[src/rtl/ndnz_pkg.sv]
// Shared definitions for the ND to fractal-NZ address generator.
// Holds register map codes, reset values, default parameters and the config bundle type.
// No dependencies.
`default_nettype none

package ndnz_pkg;

    // Default structural parameters.
    localparam int DEF_DIM_BITS  = 16;
    localparam int DEF_ADDR_BITS = 32;
    localparam int DEF_ELEM_BITS = 64;

    // Fixed widths of the configuration registers.
    localparam int COUNT_W  = 16;
    localparam int BW_W     = 7;
    localparam int STRIDE_W = 32;
    localparam int ESZ_W    = 2;
    localparam int CIB_W    = 6;

    // APB port geometry: seven 32-bit registers at byte address 4*i.
    localparam int PADDR_W = 5;
    localparam int PDATA_W = 32;
    localparam int REGIDX_W = 3;

    // Register indexes.
    localparam logic [REGIDX_W-1:0] REG_BATCH_COUNT  = 3'd0;
    localparam logic [REGIDX_W-1:0] REG_ROW_COUNT    = 3'd1;
    localparam logic [REGIDX_W-1:0] REG_COL_COUNT    = 3'd2;
    localparam logic [REGIDX_W-1:0] REG_BLOCK_WIDTH  = 3'd3;
    localparam logic [REGIDX_W-1:0] REG_BLOCK_STRIDE = 3'd4;
    localparam logic [REGIDX_W-1:0] REG_BATCH_STRIDE = 3'd5;
    localparam logic [REGIDX_W-1:0] REG_ELEM_SIZE    = 3'd6;

    // Reset values.
    localparam logic [COUNT_W-1:0]  RST_BATCH_COUNT  = 16'd1;
    localparam logic [COUNT_W-1:0]  RST_ROW_COUNT    = 16'd1;
    localparam logic [COUNT_W-1:0]  RST_COL_COUNT    = 16'd1;
    localparam logic [BW_W-1:0]     RST_BLOCK_WIDTH  = 7'd16;
    localparam logic [STRIDE_W-1:0] RST_BLOCK_STRIDE = 32'd256;
    localparam logic [STRIDE_W-1:0] RST_BATCH_STRIDE = 32'd256;
    localparam logic [ESZ_W-1:0]    RST_ELEM_SIZE    = 2'd1;

    // Largest usable block width.
    localparam logic [BW_W-1:0] MAX_BLOCK_WIDTH = 7'd64;

    // Configuration bundle handed from the register file to the walker.
    typedef struct packed {
        logic [COUNT_W-1:0]  batch_count;
        logic [COUNT_W-1:0]  row_count;
        logic [COUNT_W-1:0]  col_count;
        logic [BW_W-1:0]     block_width;
        logic [STRIDE_W-1:0] block_stride;
        logic [STRIDE_W-1:0] batch_stride;
        logic [ESZ_W-1:0]    elem_size_log2;
    } t_walk_cfg;

endpackage

`default_nettype wire

[src/rtl/ndnz_walker.sv]
// Tensor walker: running indices and bases for the ND to NZ address calculation.
// Depends on ndnz_pkg for the config bundle type and register widths.
`default_nettype none

module ndnz_walker
    import ndnz_pkg::*;
#(
    parameter int DIM_BITS  = DEF_DIM_BITS,
    parameter int ADDR_BITS = DEF_ADDR_BITS
) (
    input  wire logic                 i_clk,
    input  wire logic                 i_rst_n,
    input  wire logic                 i_step,
    input  wire t_walk_cfg            i_cfg,
    output logic [ADDR_BITS-1:0]      o_byte_addr,
    output logic                      o_last
);

    // Compare width wide enough for both an index plus one and a count.
    localparam int CMP_W = ((DIM_BITS > COUNT_W) ? DIM_BITS : COUNT_W) + 1;

    logic [DIM_BITS-1:0]  r_batch_index, n_batch_index;
    logic [DIM_BITS-1:0]  r_row_index,   n_row_index;
    logic [DIM_BITS-1:0]  r_col_index,   n_col_index;
    logic [CIB_W-1:0]     r_col_in_block, n_col_in_block;
    logic [ADDR_BITS-1:0] r_batch_base,  n_batch_base;
    logic [ADDR_BITS-1:0] r_row_base,    n_row_base;
    logic [ADDR_BITS-1:0] r_block_base,  n_block_base;

    logic [COUNT_W-1:0]   eff_batch, eff_row, eff_col;
    logic [BW_W-1:0]      eff_bw;
    logic                 col_end, row_end, batch_end, blk_end;
    logic [ADDR_BITS-1:0] elem_off;

    always_comb begin
        eff_batch = (i_cfg.batch_count == '0) ? COUNT_W'(1) : i_cfg.batch_count;
        eff_row   = (i_cfg.row_count == '0)   ? COUNT_W'(1) : i_cfg.row_count;
        eff_col   = (i_cfg.col_count == '0)   ? COUNT_W'(1) : i_cfg.col_count;
        priority if (i_cfg.block_width == '0) begin
            eff_bw = BW_W'(1);
        end else if (i_cfg.block_width > MAX_BLOCK_WIDTH) begin
            eff_bw = MAX_BLOCK_WIDTH;
        end else begin
            eff_bw = i_cfg.block_width;
        end
    end

    assign col_end   = (CMP_W'(r_col_index) + CMP_W'(1))   >= CMP_W'(eff_col);
    assign row_end   = (CMP_W'(r_row_index) + CMP_W'(1))   >= CMP_W'(eff_row);
    assign batch_end = (CMP_W'(r_batch_index) + CMP_W'(1)) >= CMP_W'(eff_batch);
    assign blk_end   = (BW_W'(r_col_in_block) + BW_W'(1))  >= eff_bw;
    assign o_last    = col_end && row_end && batch_end;

    // Element offset in the tiled layout, then scaled to bytes.
    assign elem_off    = r_batch_base + r_block_base + r_row_base
                       + ADDR_BITS'(r_col_in_block);
    assign o_byte_addr = elem_off << i_cfg.elem_size_log2;

    always_comb begin
        n_batch_index  = r_batch_index;
        n_row_index    = r_row_index;
        n_col_index    = r_col_index;
        n_col_in_block = r_col_in_block;
        n_batch_base   = r_batch_base;
        n_row_base     = r_row_base;
        n_block_base   = r_block_base;
        priority if (o_last) begin
            n_batch_index  = '0;
            n_row_index    = '0;
            n_col_index    = '0;
            n_col_in_block = '0;
            n_batch_base   = '0;
            n_row_base     = '0;
            n_block_base   = '0;
        end else if (col_end) begin
            n_col_index    = '0;
            n_col_in_block = '0;
            n_block_base   = '0;
            if (row_end) begin
                n_row_index   = '0;
                n_row_base    = '0;
                n_batch_index = r_batch_index + DIM_BITS'(1);
                n_batch_base  = r_batch_base + ADDR_BITS'(i_cfg.batch_stride);
            end else begin
                n_row_index = r_row_index + DIM_BITS'(1);
                n_row_base  = r_row_base + ADDR_BITS'(eff_bw);
            end
        end else begin
            n_col_index = r_col_index + DIM_BITS'(1);
            if (blk_end) begin
                n_col_in_block = '0;
                n_block_base   = r_block_base + ADDR_BITS'(i_cfg.block_stride);
            end else begin
                n_col_in_block = r_col_in_block + CIB_W'(1);
            end
        end
    end

    always_ff @(posedge i_clk) begin
        if (!i_rst_n) begin
            r_batch_index  <= '0;
            r_row_index    <= '0;
            r_col_index    <= '0;
            r_col_in_block <= '0;
            r_batch_base   <= '0;
            r_row_base     <= '0;
            r_block_base   <= '0;
        end else if (i_step) begin
            r_batch_index  <= n_batch_index;
            r_row_index    <= n_row_index;
            r_col_index    <= n_col_index;
            r_col_in_block <= n_col_in_block;
            r_batch_base   <= n_batch_base;
            r_row_base     <= n_row_base;
            r_block_base   <= n_block_base;
        end
    end

endmodule

`default_nettype wire

[src/rtl/nd_to_fractal_nz_address_gen_top.sv]
// Top level of the ND to fractal-NZ address generator: APB registers, stream ports, result register.
// Depends on ndnz_pkg and instantiates ndnz_walker.
`default_nettype none

// The block takes tensor elements in plain row-major order (batch, then row, then column)
// and returns each element together with its byte address in the tiled NZ layout, that is
// (batch * batch_stride + column_block * block_stride + row * block_width + column_in_block)
// shifted left by elem_size_log2, modulo 2^ADDR_BITS. The same address serves as the read
// address for the NZ to ND direction. The final element of the tensor is flagged on tlast,
// after which the walk starts afresh. The address is formed from running bases that are stepped
// by single additions, and one result register sits on the master side, so with the downstream
// side ready one request is accepted and one result delivered in every cycle; each result
// appears in the cycle after its request is accepted. Counts of zero act as one; a block
// width of zero acts as one and above 64 as 64. Registers must be written over the APB port
// only while the stream is idle; the block itself does not enforce this. Writes never reset
// the walk. Padding is not written, so the destination must be cleared beforehand.
module nd_to_fractal_nz_address_gen_top
    import ndnz_pkg::*;
#(
    parameter int DIM_BITS  = DEF_DIM_BITS,
    parameter int ADDR_BITS = DEF_ADDR_BITS,
    parameter int ELEM_BITS = DEF_ELEM_BITS,
    localparam int IN_TDATA_W  = ((ELEM_BITS + 7) / 8) * 8,
    localparam int OUT_TDATA_W = ((ADDR_BITS + ELEM_BITS + 7) / 8) * 8
) (
    input  wire logic                   i_clk,
    input  wire logic                   i_rst_n,

    // Slave side: element requests.
    input  wire logic                   i_s_axis_tvalid,
    output logic                        o_s_axis_tready,
    input  wire logic [IN_TDATA_W-1:0]  i_s_axis_tdata,  // elem_value
    // Master side: results.
    output logic                        o_m_axis_tvalid,
    input  wire logic                   i_m_axis_tready,
    output logic [OUT_TDATA_W-1:0]      o_m_axis_tdata,  // byte_address, out_value
    output logic                        o_m_axis_tlast,  // last_elem

    // APB configuration port.
    input  wire logic                   psel,
    input  wire logic                   penable,
    input  wire logic                   pwrite,
    input  wire logic [PADDR_W-1:0]     paddr,
    input  wire logic [PDATA_W-1:0]     pwdata,
    output logic [PDATA_W-1:0]          prdata,
    output logic                        pready
);

    t_walk_cfg r_cfg;

    logic                  cfg_wr;
    logic [REGIDX_W-1:0]   reg_idx;
    logic                  in_acc;
    logic [ADDR_BITS-1:0]  walk_addr;
    logic                  walk_last;

    logic                  r_out_valid;
    logic [ADDR_BITS-1:0]  r_out_addr;
    logic [ELEM_BITS-1:0]  r_out_value;
    logic                  r_out_last;

    // Register file. A write completes in the access phase; pready is tied high.
    assign pready  = 1'b1;
    assign reg_idx = paddr[PADDR_W-1:2];
    assign cfg_wr  = psel && penable && pwrite && pready;

    always_ff @(posedge i_clk) begin
        if (!i_rst_n) begin
            r_cfg.batch_count    <= RST_BATCH_COUNT;
            r_cfg.row_count      <= RST_ROW_COUNT;
            r_cfg.col_count      <= RST_COL_COUNT;
            r_cfg.block_width    <= RST_BLOCK_WIDTH;
            r_cfg.block_stride   <= RST_BLOCK_STRIDE;
            r_cfg.batch_stride   <= RST_BATCH_STRIDE;
            r_cfg.elem_size_log2 <= RST_ELEM_SIZE;
        end else if (cfg_wr) begin
            unique case (reg_idx)
                REG_BATCH_COUNT:  r_cfg.batch_count    <= pwdata[COUNT_W-1:0];
                REG_ROW_COUNT:    r_cfg.row_count      <= pwdata[COUNT_W-1:0];
                REG_COL_COUNT:    r_cfg.col_count      <= pwdata[COUNT_W-1:0];
                REG_BLOCK_WIDTH:  r_cfg.block_width    <= pwdata[BW_W-1:0];
                REG_BLOCK_STRIDE: r_cfg.block_stride   <= pwdata[STRIDE_W-1:0];
                REG_BATCH_STRIDE: r_cfg.batch_stride   <= pwdata[STRIDE_W-1:0];
                REG_ELEM_SIZE:    r_cfg.elem_size_log2 <= pwdata[ESZ_W-1:0];
                default: begin
                end
            endcase
        end
    end

    // Read-back of the register selected by the address.
    always_comb begin
        unique case (reg_idx)
            REG_BATCH_COUNT:  prdata = PDATA_W'(r_cfg.batch_count);
            REG_ROW_COUNT:    prdata = PDATA_W'(r_cfg.row_count);
            REG_COL_COUNT:    prdata = PDATA_W'(r_cfg.col_count);
            REG_BLOCK_WIDTH:  prdata = PDATA_W'(r_cfg.block_width);
            REG_BLOCK_STRIDE: prdata = PDATA_W'(r_cfg.block_stride);
            REG_BATCH_STRIDE: prdata = PDATA_W'(r_cfg.batch_stride);
            REG_ELEM_SIZE:    prdata = PDATA_W'(r_cfg.elem_size_log2);
            default:          prdata = '0;
        endcase
    end

    // A request is taken whenever the result register is empty or is being emptied in
    // the same cycle, so a stalled result does not stop the slave side more than needed.
    assign o_s_axis_tready = !r_out_valid || i_m_axis_tready;
    assign in_acc          = i_s_axis_tvalid && o_s_axis_tready;

    ndnz_walker #(
        .DIM_BITS  (DIM_BITS),
        .ADDR_BITS (ADDR_BITS)
    ) u_walker (
        .i_clk       (i_clk),
        .i_rst_n     (i_rst_n),
        .i_step      (in_acc),
        .i_cfg       (r_cfg),
        .o_byte_addr (walk_addr),
        .o_last      (walk_last)
    );

    // Result register: valid is control state, the payload loads on each accepted request.
    always_ff @(posedge i_clk) begin
        if (!i_rst_n) begin
            r_out_valid <= 1'b0;
        end else if (o_s_axis_tready) begin
            r_out_valid <= i_s_axis_tvalid;
        end
    end

    always_ff @(posedge i_clk) begin
        if (in_acc) begin
            r_out_addr  <= walk_addr;
            r_out_value <= i_s_axis_tdata[ELEM_BITS-1:0];
            r_out_last  <= walk_last;
        end
    end

    assign o_m_axis_tvalid = r_out_valid;
    assign o_m_axis_tdata  = OUT_TDATA_W'({r_out_value, r_out_addr});
    assign o_m_axis_tlast  = r_out_last;

endmodule

`default_nettype wire
[config.mk]
export PLATFORM = sky130hd
export DESIGN_NAME = nd_to_fractal_nz_address_gen_top
export DESIGN_NICKNAME = d
export VERILOG_FILES = /design/src/rtl/ndnz_pkg.sv /design/src/rtl/ndnz_walker.sv /design/src/rtl/nd_to_fractal_nz_address_gen_top.sv
export SDC_FILE = /design/constraint.sdc
export NUM_CORES = 1
export LEC_CHECK = 0
export ABC_AREA = 1
export BUFFER_PORTS_ARGS = -buffer_cell sky130_fd_sc_hd__buf_4
export CAP_MARGIN = 40
export CORE_MARGIN = 3
export CORE_UTILIZATION = 45
export DETAILED_ROUTE_END_ITERATION = 12
export GPL_ROUTABILITY_DRIVEN = 0
export GPL_TIMING_DRIVEN = 0
export HOLD_SLACK_MARGIN = 0.15
export MAX_ROUTING_LAYER = met4
export PLACE_DENSITY_LB_ADDON = 0.3
export SLEW_MARGIN = 5
export SYNTH_ARGS = -nofsm -noshare
export SYNTH_HDL_FRONTEND = slang
export SYNTH_HIERARCHICAL = 1
export SYNTH_SLANG_ARGS = --single-unit
[constraint.sdc]
create_clock -name i_clk -period 8.68 [get_ports i_clk]
set_input_delay 1.302 -clock i_clk [delete_from_list [all_inputs] [get_ports i_clk]]
set_output_delay 1.302 -clock i_clk [all_outputs]
set_load 0.05 [all_outputs]
-- After elaboration in Yosys (flattened, before gate mapping)
Index checks and enable logic that the tools add are counted.
- $add $sub $neg: 14
- $lt $le $gt $ge: 5
- equal/unequal tests: 6
- shift operators: 1
- muxes and demuxes: 26
- reductions and logical operators: 25
- operators with widths (operator ; number):
    32-bit 2-to-1 mux ; 9
    32-bit one-hot mux with 7 select lines ; 1
    16-bit 2-to-1 mux ; 11
    32-bit adder ; 4
    16-bit by 1-bit adder with 17-bit output, second input constant ; 3
    17-bit by 16-bit >= comparator with 1-bit output ; 3
    16-bit by 1-bit adder with 16-bit output, second input constant ; 3
    16-bit logical NOT ; 3
    32-bit by 6-bit adder with 32-bit output ; 1
    32-bit by 7-bit adder with 32-bit output ; 1
    32-bit by 2-bit left shift with 32-bit output ; 1
    6-bit 2-to-1 mux ; 3
    2-bit AND reduction ; 9
    7-bit 2-to-1 mux ; 2
    3-bit equality test, second input constant ; 3
    6-bit by 1-bit adder with 7-bit output, second input constant ; 1
    7-bit >= comparator ; 1
    7-bit > comparator, second input constant ; 1
    7-bit logical NOT ; 1
    6-bit by 1-bit adder with 6-bit output, second input constant ; 1
    3-bit by 2-bit equality test with 1-bit output, second input constant ; 2
    1-bit logical AND ; 5
    2-bit nonzero test ; 2
    3-bit by 1-bit equality test with 1-bit output, second input constant ; 1
    5 further kinds ; 5
- register bits: 369
- input bits: 108
- output and inout port bits: 132

-- Longest topological paths before layout
Gate-level depths: netlist of the first run.
- depth after elaboration: 7
- gate-level depth with buffers: 22

-- By module
Netlist of the first run, hierarchy kept.
- modules (own cells, without submodules) (module ; instances ; cells an instance ; area each (µm²) ; sequential area each (µm²)):
    ndnz_walker ; 1 ; 2892 ; 17538.1 ; 3002.9
    nd_to_fractal_nz_address_gen_top ; 1 ; 1049 ; 8809.7 ; 5355.1

-- Least setup slack after synthesis of the first run
No wires, ideal clock.
- path kind: input -> register
- start: input port i_s_axis_tvalid
- end: register u_walker.r_block_base[14]
- library setup time: 0.070 ns
- data arrival time: 7.538 ns
- path slack: 1.071 ns
- stages: 8
- buffers on the path: 2
- cell sequence: inv_1 > a21oi_1 > clkbuf_1 > inv_1 > nor2_2 > buf_2 > nand2_1 > a21oi_1
- cells in the longest elaborated chain, start to end: 2
- RTL lines (item ; line ; RTL):
    start: declaration ; nd_to_fractal_nz_address_gen_top.sv:30 ; input wire logic i_s_axis_tvalid,
    1-bit logical AND ; nd_to_fractal_nz_address_gen_top.sv:108 ; assign in_acc = i_s_axis_tvalid && o_s_axis_tready;
    named net in_acc ; nd_to_fractal_nz_address_gen_top.sv:53 ; logic in_acc;
    2-bit AND reduction (no source line) ; n/a ;
    end signal: assignment ; ndnz_walker.sv:115 ; r_block_base <= n_block_base;
    end: declaration ; ndnz_walker.sv:28 ; logic [ADDR_BITS-1:0] r_block_base, n_block_base;
The timed path passes the listed nets, and every way through them passes these cells.
A chain may end at the register's enable or synchronous reset.

-- Worst setup path in the final report of the first run
- start: input port paddr[3]
- end: output port prdata[18]
- cells in the longest elaborated chain, start to end: 2
- elaborated cells between the ends (all ways): 8
- those cells by class: eq/ne: 6; mux: 1; reduce/logical: 1
- RTL lines (item ; line ; RTL):
    start: declaration ; nd_to_fractal_nz_address_gen_top.sv:43 ; input wire logic [PADDR_W-1:0] paddr,
    3-bit equality test, or another cell as far along ; nd_to_fractal_nz_address_gen_top.sv:93 ; unique case (reg_idx)
    32-bit one-hot mux with 7 select lines * ; nd_to_fractal_nz_address_gen_top.sv:93 ;
    end: declaration ; nd_to_fractal_nz_address_gen_top.sv:45 ; output logic [PDATA_W-1:0] prdata,
Every way passes the cells marked *; elsewhere a longest branch is shown, timed or not.

==> run_results.csv, run 1 <==
group,metric,value,unit
run_status,outcome,"complete, no violations",
worst_setup_path,path_max_fanout,10,
worst_setup_path,path_buf_inv,6,
grt,grt_pass1_vias,23988,
clock_network,cts_max_path_buffers,3,
final_layout,final_layout_size_suffix_gt1_frac,0.1016,
synth,ys.flop_type,"dfxtp_1",
clock_network,clkLatencyLatePin,0.59,ns
die,pin_count,240,
routing,dr_total_vias,26742,
routing,avgViaCountPerCell,5.322,
sta,min_period,4.660,ns
synth,ys_seq_area_frac,0.3172,
pwr,pwr-share-clk,0.407,
clock_network,cts-root-buf,"clkbuf_16",
pwr,fin_total_pwr,4.665,mW
synth,syn_inst,3941,
placed_design,post-dp-hpwl,72.06,mm
pwr,power_frac_seq,0.403,
synth,synth_seq_cells,369,
final_layout,final_nets,4557,
worst_hold_path,min_path_type,"reg -> reg",
routing,firstDrtPassIters,6,
final_layout,syn_to_final_growth,16.37,%
synth,synth_warnings,6,
clock_network,clock_sinks,369,
synth,syn_area,26350,um^2
grt,grt.total_usage,0.2898,
sta,setup_viol,0,
synth,yosysMostFrequentCell,"nand2_1",
routing,wl_per_cell,17.68,um
die,die_x,248.0,um
placed_design,place_ws,4.216,ns
sta,drv_slew,0,
synth,avgSynthCellArea,6.686,um^2
die,fp.dieH,248.0,um
routing,drt_wl_total,88.83,mm
sta,final_hold_viol_count,0,
clock_network,cts_hold_buf,0,
die,floorplan.initialDensity,0.4558,
pwr,switchingPower,1.438,mW
sta,skew,0.02081,ns
flow_run,drv_cap,0,
clock_network,cts_setup_buffers,0,
die,rows,88,
worst_setup_path,cpPeakStageDelay,0.33,ns
worst_setup_path,slowest_stage,"o21ai_1",
worst_setup_path,cp-start-kind,"input pin",
pwr,irDropWorstVdd,0.1338,mV
sta,whs,0.4680,ns
die,coreArea,57810,um^2
grt,grt_overflow_total,0,
placed_design,place_area,29180,um^2
routing,ant_nets,0,
clock_network,htree_levels,2,
sta,relSlewSlack,0.4394,
grt,grt_max_degree,29,
sta,period_share,0.5368,
routing,first_iter_violations,2521,
final_layout,diodes,0,
grt,antenna_found_initial,0,
synth,synth_area_leaders,"dfxtp_1 21%, nand2_1 16%, edfxtp_1 11%",
routing,drcViolationCount,0,
worst_setup_path,crit_family,"buffers and inverters",
worst_setup_path,cp_data_required_time,7.38,ns
worst_setup_path,cp.arrival,3.36,ns
clock_network,clk_pin_slew,0.06,ns
synth,synth_area_leader_cell,"dfxtp_1",
synth,synth_top_area_frac,0.2067,
clock_network,cts-buffers-inserted,43,
final_layout,fin_area,30660,um^2
sta,max_freq,214.6,MHz
sta,layout_setup_ws,4.020,ns
grt,grt_pass1_wl,134.1,mm
sta,grt_setup_unrepaired,"false",
final_layout,final-seq-area,8358,um^2
synth,synth_common_cells,"1140 x nand2_1, 551 x nor2_1, 491 x inv_1, 356 x nand3_1, 272 x dfxtp_1",
pwr,p_comb_frac,0.190,
final_layout,multi_input_area,15490,um^2
die,die_area,61490,um^2
worst_setup_path,critPathCaptureType,"output pin",
clock_network,ctsResizeCount,0,
worst_setup_path,crit_path_frequent_cell,"buf_4",
placed_design,io_buffers,235,
synth,synth.net_count,4273,
pwr,p_leak,14.57,nW
sta,tightest_slew,0.8321,ns
synth,synthArstFlopShare,0,
worst_setup_path,criticalPathCategory,"in -> out",
pwr,swShare,0.3084,
pwr,power_per_cell_area,152.1,nW/um^2
synth,synth_edf_count,97,
final_layout,fillers,5873,
synth,ys_types,52,
clock_network,cts_tree,"built",
worst_setup_path,crit_path_cell_trace,"buf_4 > inv_2 > buf_4 > nand2_1 > nor2_1 > buf_2 > buf_2 > nand2_1 > o21ai_1 > buf_4",
pwr,p_int,3.226,mW
stage by stage:
| stage | TNS (ns) | util | instances |
|---|---|---|---|
| after detailed placement | 0 | 0.5047 | 4945 |
| after CTS | 0 | 0.5304 | 5025 |
| after floorplan | 0 | - | 3941 |
| after global placement | -303.09 | 0.5029 | 4941 |
| after global routing | 0 | 0.5304 | 5025 |
| final | 0 | 0.5304 | 5025 |
registers in the layout (all words and copies together) (netlist names):
signal	cells
u_walker/r_batch_index	16
r_out_value	64
u_walker/r_block_base	32
u_walker/r_col_index	16
u_walker/r_row_base	32
u_walker/r_col_in_block	6
u_walker/r_batch_base	32
r_cfg	121
o_m_axis_tlast	1
r_out_addr	32
o_m_axis_tvalid	1
u_walker/r_row_index	16
worst paths after layout:
| kind | cells past startpoint | endpoint | slack [ns] | start |
|---|---|---|---|---|
| max | 10 | prdata[18] | 4.02 | paddr[3] |
| min | 2 | u_walker/r_batch_base[20] | 0.47 | u_walker/r_batch_base[20] |
| max reg2reg | 19 | u_walker/r_block_base[31] | 4.79 | u_walker/r_col_index[0] |
| min reg2reg | 2 | u_walker/r_batch_base[20] | 0.47 | u_walker/r_batch_base[20] |
power groups by stage:
stage                     clock (mW)  sequential (mW)  combinational [mW]
after floorplan                    0             2.02               0.463
after global placement             0             1.92               0.853
after detailed placement           0             1.91               0.867
after CTS                       1.94             1.88               0.871
after global routing            2.01             1.88               0.958
final                           1.90             1.88               0.887
layout make-up:
cell class | instances | area share
well taps | 765 | 0.03122
clock buffers | 54 | 0.03848
multi-input cells | 2949 | 0.5052
plain buffers | 124 | 0.02073
clock inverters | 26 | 0.009998
flip-flops and latches | 369 | 0.2726
repair buffers | 239 | 0.06064
inverters | 499 | 0.06117
layer usage:
layer,vias up,GRT usage,routed length (um)
li1,13219,-,-
met5,-,-,0
met2,1248,0.4455,38530
met3,197,0.04095,8336
met4,0,0.1260,4252
met1,12078,0.3809,37710
cell families (layout without fill, tap and decap cells):
kind of cell / Yosys count / in the layout / share of synthesized area
xor+xnor: 97 / 97 / 0.03224
flops: 369 / 369 / 0.3172
fa+ha+maj: 224 / 224 / 0.1178
compound gates: 371 / 371 / 0.07517
buf+inv: 623 / 942 / 0.09531
mux: 3 / 3 / 0.001140
other cells: 1 / 1 / 0.0001423
simple gates: 2253 / 2253 / 0.3610
cell usage in the layout (no fill, tap or decap), drive strengths merged, types with 43 or more instances in the layout:
| cell type | n |
|---|---|
| inv | 501 |
| ha | 184 |
| nor3 | 43 |
| nand3 | 360 |
| o21ai | 126 |
| buf | 324 |
| dfxtp | 272 |
| clkbuf | 93 |
| nor2 | 570 |
| a21oi | 196 |
| xor2 | 57 |
| edfxtp | 97 |
| nand4 | 74 |
| nand2 | 1146 |
worst reg2reg max path, delay by kind of cell (launching register included):
family                   cells  cell delay [ns]
AO/OA/AOI/OAI                1             0.17
XOR/XNOR                     1             0.27
adder cells (fa/ha/maj)      1             0.18
buffers and inverters        1             0.32
flip-flops                   1             0.44
AND/OR/NAND/NOR             15             2.41
No activity file was read; power rests on OpenSTA's default activity.
==> run 2: changes to the inputs <==
--- a/config.mk
+++ b/config.mk
@@ -5,7 +5,7 @@
 export SDC_FILE = /design/constraint.sdc
 export NUM_CORES = 1
 export LEC_CHECK = 0
-export ABC_AREA = 1
+export ABC_AREA = 0
 export BUFFER_PORTS_ARGS = -buffer_cell sky130_fd_sc_hd__buf_4
 export CAP_MARGIN = 40
 export CORE_MARGIN = 3
==> constraint.sdc (replaced) <==
create_clock -name i_clk -period 4.75 [get_ports i_clk]
set_input_delay 0.7125 -clock i_clk [delete_from_list [all_inputs] [get_ports i_clk]]
set_output_delay 0.7125 -clock i_clk [all_outputs]
set_load 0.05 [all_outputs]
==> run 2 against run 1 <==
Against the previous run:
- sequential share of layout area is 3.2 points higher
- critical path depth up 9
- synthesized cell count decreased by 36%
- global-route usage is 4.0 points lower
- via count is 26% lower
- critical endpoint is now u_walker/r_batch_index[10]
==> run_results.csv, run 2 <==
group,metric,value,unit
synth,synth_common_cells,"289 x nand2_1, 272 x dfxtp_1, 202 x inv_1, 184 x ha_1, 181 x mux2i_1",
routing,firstDrtPassIters,8,
clock_network,htree_levels,2,
grt,antenna_found_initial,0,
sta,relSlewSlack,0.2872,
final_layout,final_nets,3131,
synth,ys_seq_area_frac,0.3609,
clock_network,clock_sinks,369,
die,coreArea,50480,um^2
worst_setup_path,cp.arrival,5.05,ns
routing,dr_total_vias,19829,
synth,yosysMostFrequentCell,"nand2_1",
routing,first_iter_violations,1745,
grt,grt.total_usage,0.2496,
grt,grt_max_degree,54,
final_layout,final_cell_mix,"289 x nand2_1, 271 x dfxtp_1, 247 x buf_4, 202 x inv_1, 182 x ha_1",
synth,ys.flop_type,"dfxtp_1",
pwr,power_frac_seq,0.436,
synth,ys_types,86,
sta,period_share,0.9594,
grt,grt_pass1_vias,18982,
worst_setup_path,path_max_fanout,10,
sta,drv_slew,0,
die,die_x,232.9,um
final_layout,final_common_cell,"nand2_1",
die,pin_count,240,
pwr,irDropWorstVdd,0.2667,mV
worst_setup_path,cp_data_required_time,5.25,ns
die,rows,82,
final_layout,diodes,0,
sta,final_hold_viol_count,0,
sta,layout_setup_ws,0.1928,ns
synth,synth_edf_count,97,
clock_network,cts-buffers-inserted,43,
synth,syn_inst,2512,
die,die_area,54220,um^2
sta,tightest_slew,1.056,ns
clock_network,cts_tree,"built",
die,floorplan.initialDensity,0.4588,
final_layout,largest_register_ffs,121,
grt,grt_pass1_wl,104.0,mm
final_layout,syn_to_final_growth,18.58,%
sta,min_period,4.557,ns
die,fp.dieH,232.9,um
synth,synth.net_count,2844,
final_layout,final_layout_size_suffix_gt1_frac,0.1494,
sta,setup_tns,0,ns
pwr,pwr-share-clk,0.459,
synth,synth_seq_cells,369,
sta,setup_viol,0,
sta,skew,0.02798,ns
pwr,swShare,0.2559,
synth,synth_area_leader_cell,"dfxtp_1",
worst_setup_path,critPathCaptureType,"flop",
clock_network,clk_pin_slew,0.06,ns
flow_run,drv_cap,0,
clock_network,clkLatencyLatePin,0.57,ns
synth,avgSynthCellArea,9.220,um^2
final_layout,finalCoreUtilization,0.5441,
sta,max_freq,219.4,MHz
worst_setup_path,criticalPathCategory,"reg -> reg",
final_layout,final_cells,3504,
synth,syn_area,23160,um^2
worst_hold_path,min_path_type,"in -> reg",
routing,drcViolationCount,0,
worst_setup_path,cp-start-kind,"flop",
grt,grt_overflow_total,0,
pwr,power_per_cell_area,277.7,nW/um^2
pwr,p_leak,12.41,nW
synth,synthArstFlopShare,0,
pwr,switchingPower,1.952,mW
routing,wl_per_cell,19.44,um
routing,drt_wl_total,68.10,mm
synth,synth_top_area_frac,0.2351,
clock_network,cts-root-buf,"clkbuf_16",
synth,synth_warnings,6,
pwr,p_comb_frac,0.105,
sta,whs,0.3336,ns
run_status,outcome,"complete, no violations",
routing,ant_nets,0,
final_layout,top_regs,"r_cfg x121, r_out_value x64",
placed_design,io_buffers,235,
placed_design,post-dp-hpwl,53.52,mm
pwr,p_int,5.676,mW
placed_design,placedCellCount,3420,
synth,synth_area_leaders,"dfxtp_1 24%, edfxtp_1 13%, ha_1 9.9%",
routing,avgViaCountPerCell,5.659,
final_layout,largest_register,"r_cfg",
placed_design,place_ws,-0.4699,ns
clock_network,cts_max_path_buffers,3,
## run 2: layer usage
layer	share of wire	routed length, um	GRT usage
met5	0	0	-
met4	0.023	1571	0.06697
met3	0.081	5496	0.03391
met2	0.46	31400	0.4008
met1	0.44	29640	0.3321
## run 2: cells by family after synthesis
family	share of synthesized area
simple gates	0.1439
compound gates	0.1556
flops	0.3609
buf+inv	0.05511
fa+ha+maj	0.1340
mux	0.08990
xor+xnor	0.06051
other cells	0.0001619
## run 2: path summary, 6_finish.rpt
kind | from | slack [ns] | to | cells past startpoint
max | u_walker/r_col_index[4] | 0.19 | u_walker/r_batch_index[10] | 19
min | i_s_axis_tdata[30] | 0.33 | r_out_value[30] | 1
max reg2reg | u_walker/r_col_index[4] | 0.19 | u_walker/r_batch_index[10] | 19
min reg2reg | u_walker/r_col_in_block[5] | 0.47 | u_walker/r_col_in_block[5] | 2
## run 2: repair_timing
item | in CTS | in global routing
buffers inserted | 2 | 4
gates resized for setup | 6 | 21
hold buffers | 0 | 0
hold endpoints to repair | 0 | 0
setup endpoints to repair | 77 | 139
gates cloned | 0 | 0
pin swaps | 1 | 3
## run 2: layout make-up
| type | count | area (um^2) |
|---|---|---|
| Fill cell | 4558 | 23010 |
| Tap cell | 672 | 840.8 |
| Clock buffer | 53 | 1196 |
| Buffer | 106 | 526.8 |
| Timing Repair Buffer | 242 | 1849 |
| Clock inverter | 25 | 304.0 |
| Multi-Input combinational cell | 1834 | 13630 |
| Inverter | 203 | 762.0 |
| Sequential cell | 369 | 8359 |
## run 2: power groups by stage
stage / Sequential, mW / Clock, mW / Combinational [mW]
final: 3.33 / 3.50 / 0.804
after global routing: 3.33 / 3.69 / 0.846
after CTS: 3.33 / 3.57 / 0.786
after detailed placement: 3.39 / 0 / 0.772
after global placement: 3.39 / 0 / 0.756
after floorplan: 3.55 / 0 / 0.312
## run 2: stage by stage
stage,cell area [um^2],power [mW]
after floorplan,23160,3.865
after global placement,25770,4.151
after detailed placement,25790,4.166
after CTS,27340,7.680
after global routing,27460,7.866
final,27460,7.628
## run 2: critical path, stage by stage (launching register included)
cell	delay (ns)
dfxtp_1	0.41
and3_1	0.19
and3_1	0.23
and3_2	0.25
nand3_2	0.16
nor2_4	0.23
nand3_1	0.12
xnor2_1	0.14
ha_2	0.39
inv_1	0.05
or3_1	0.39
nor2_1	0.32
a211oi_4	0.09
buf_12	0.18
nor2_4	0.27
nand4_4	0.28
inv_2	0.21
buf_2	0.34
nand2_1	0.10
o21ai_1	0.12
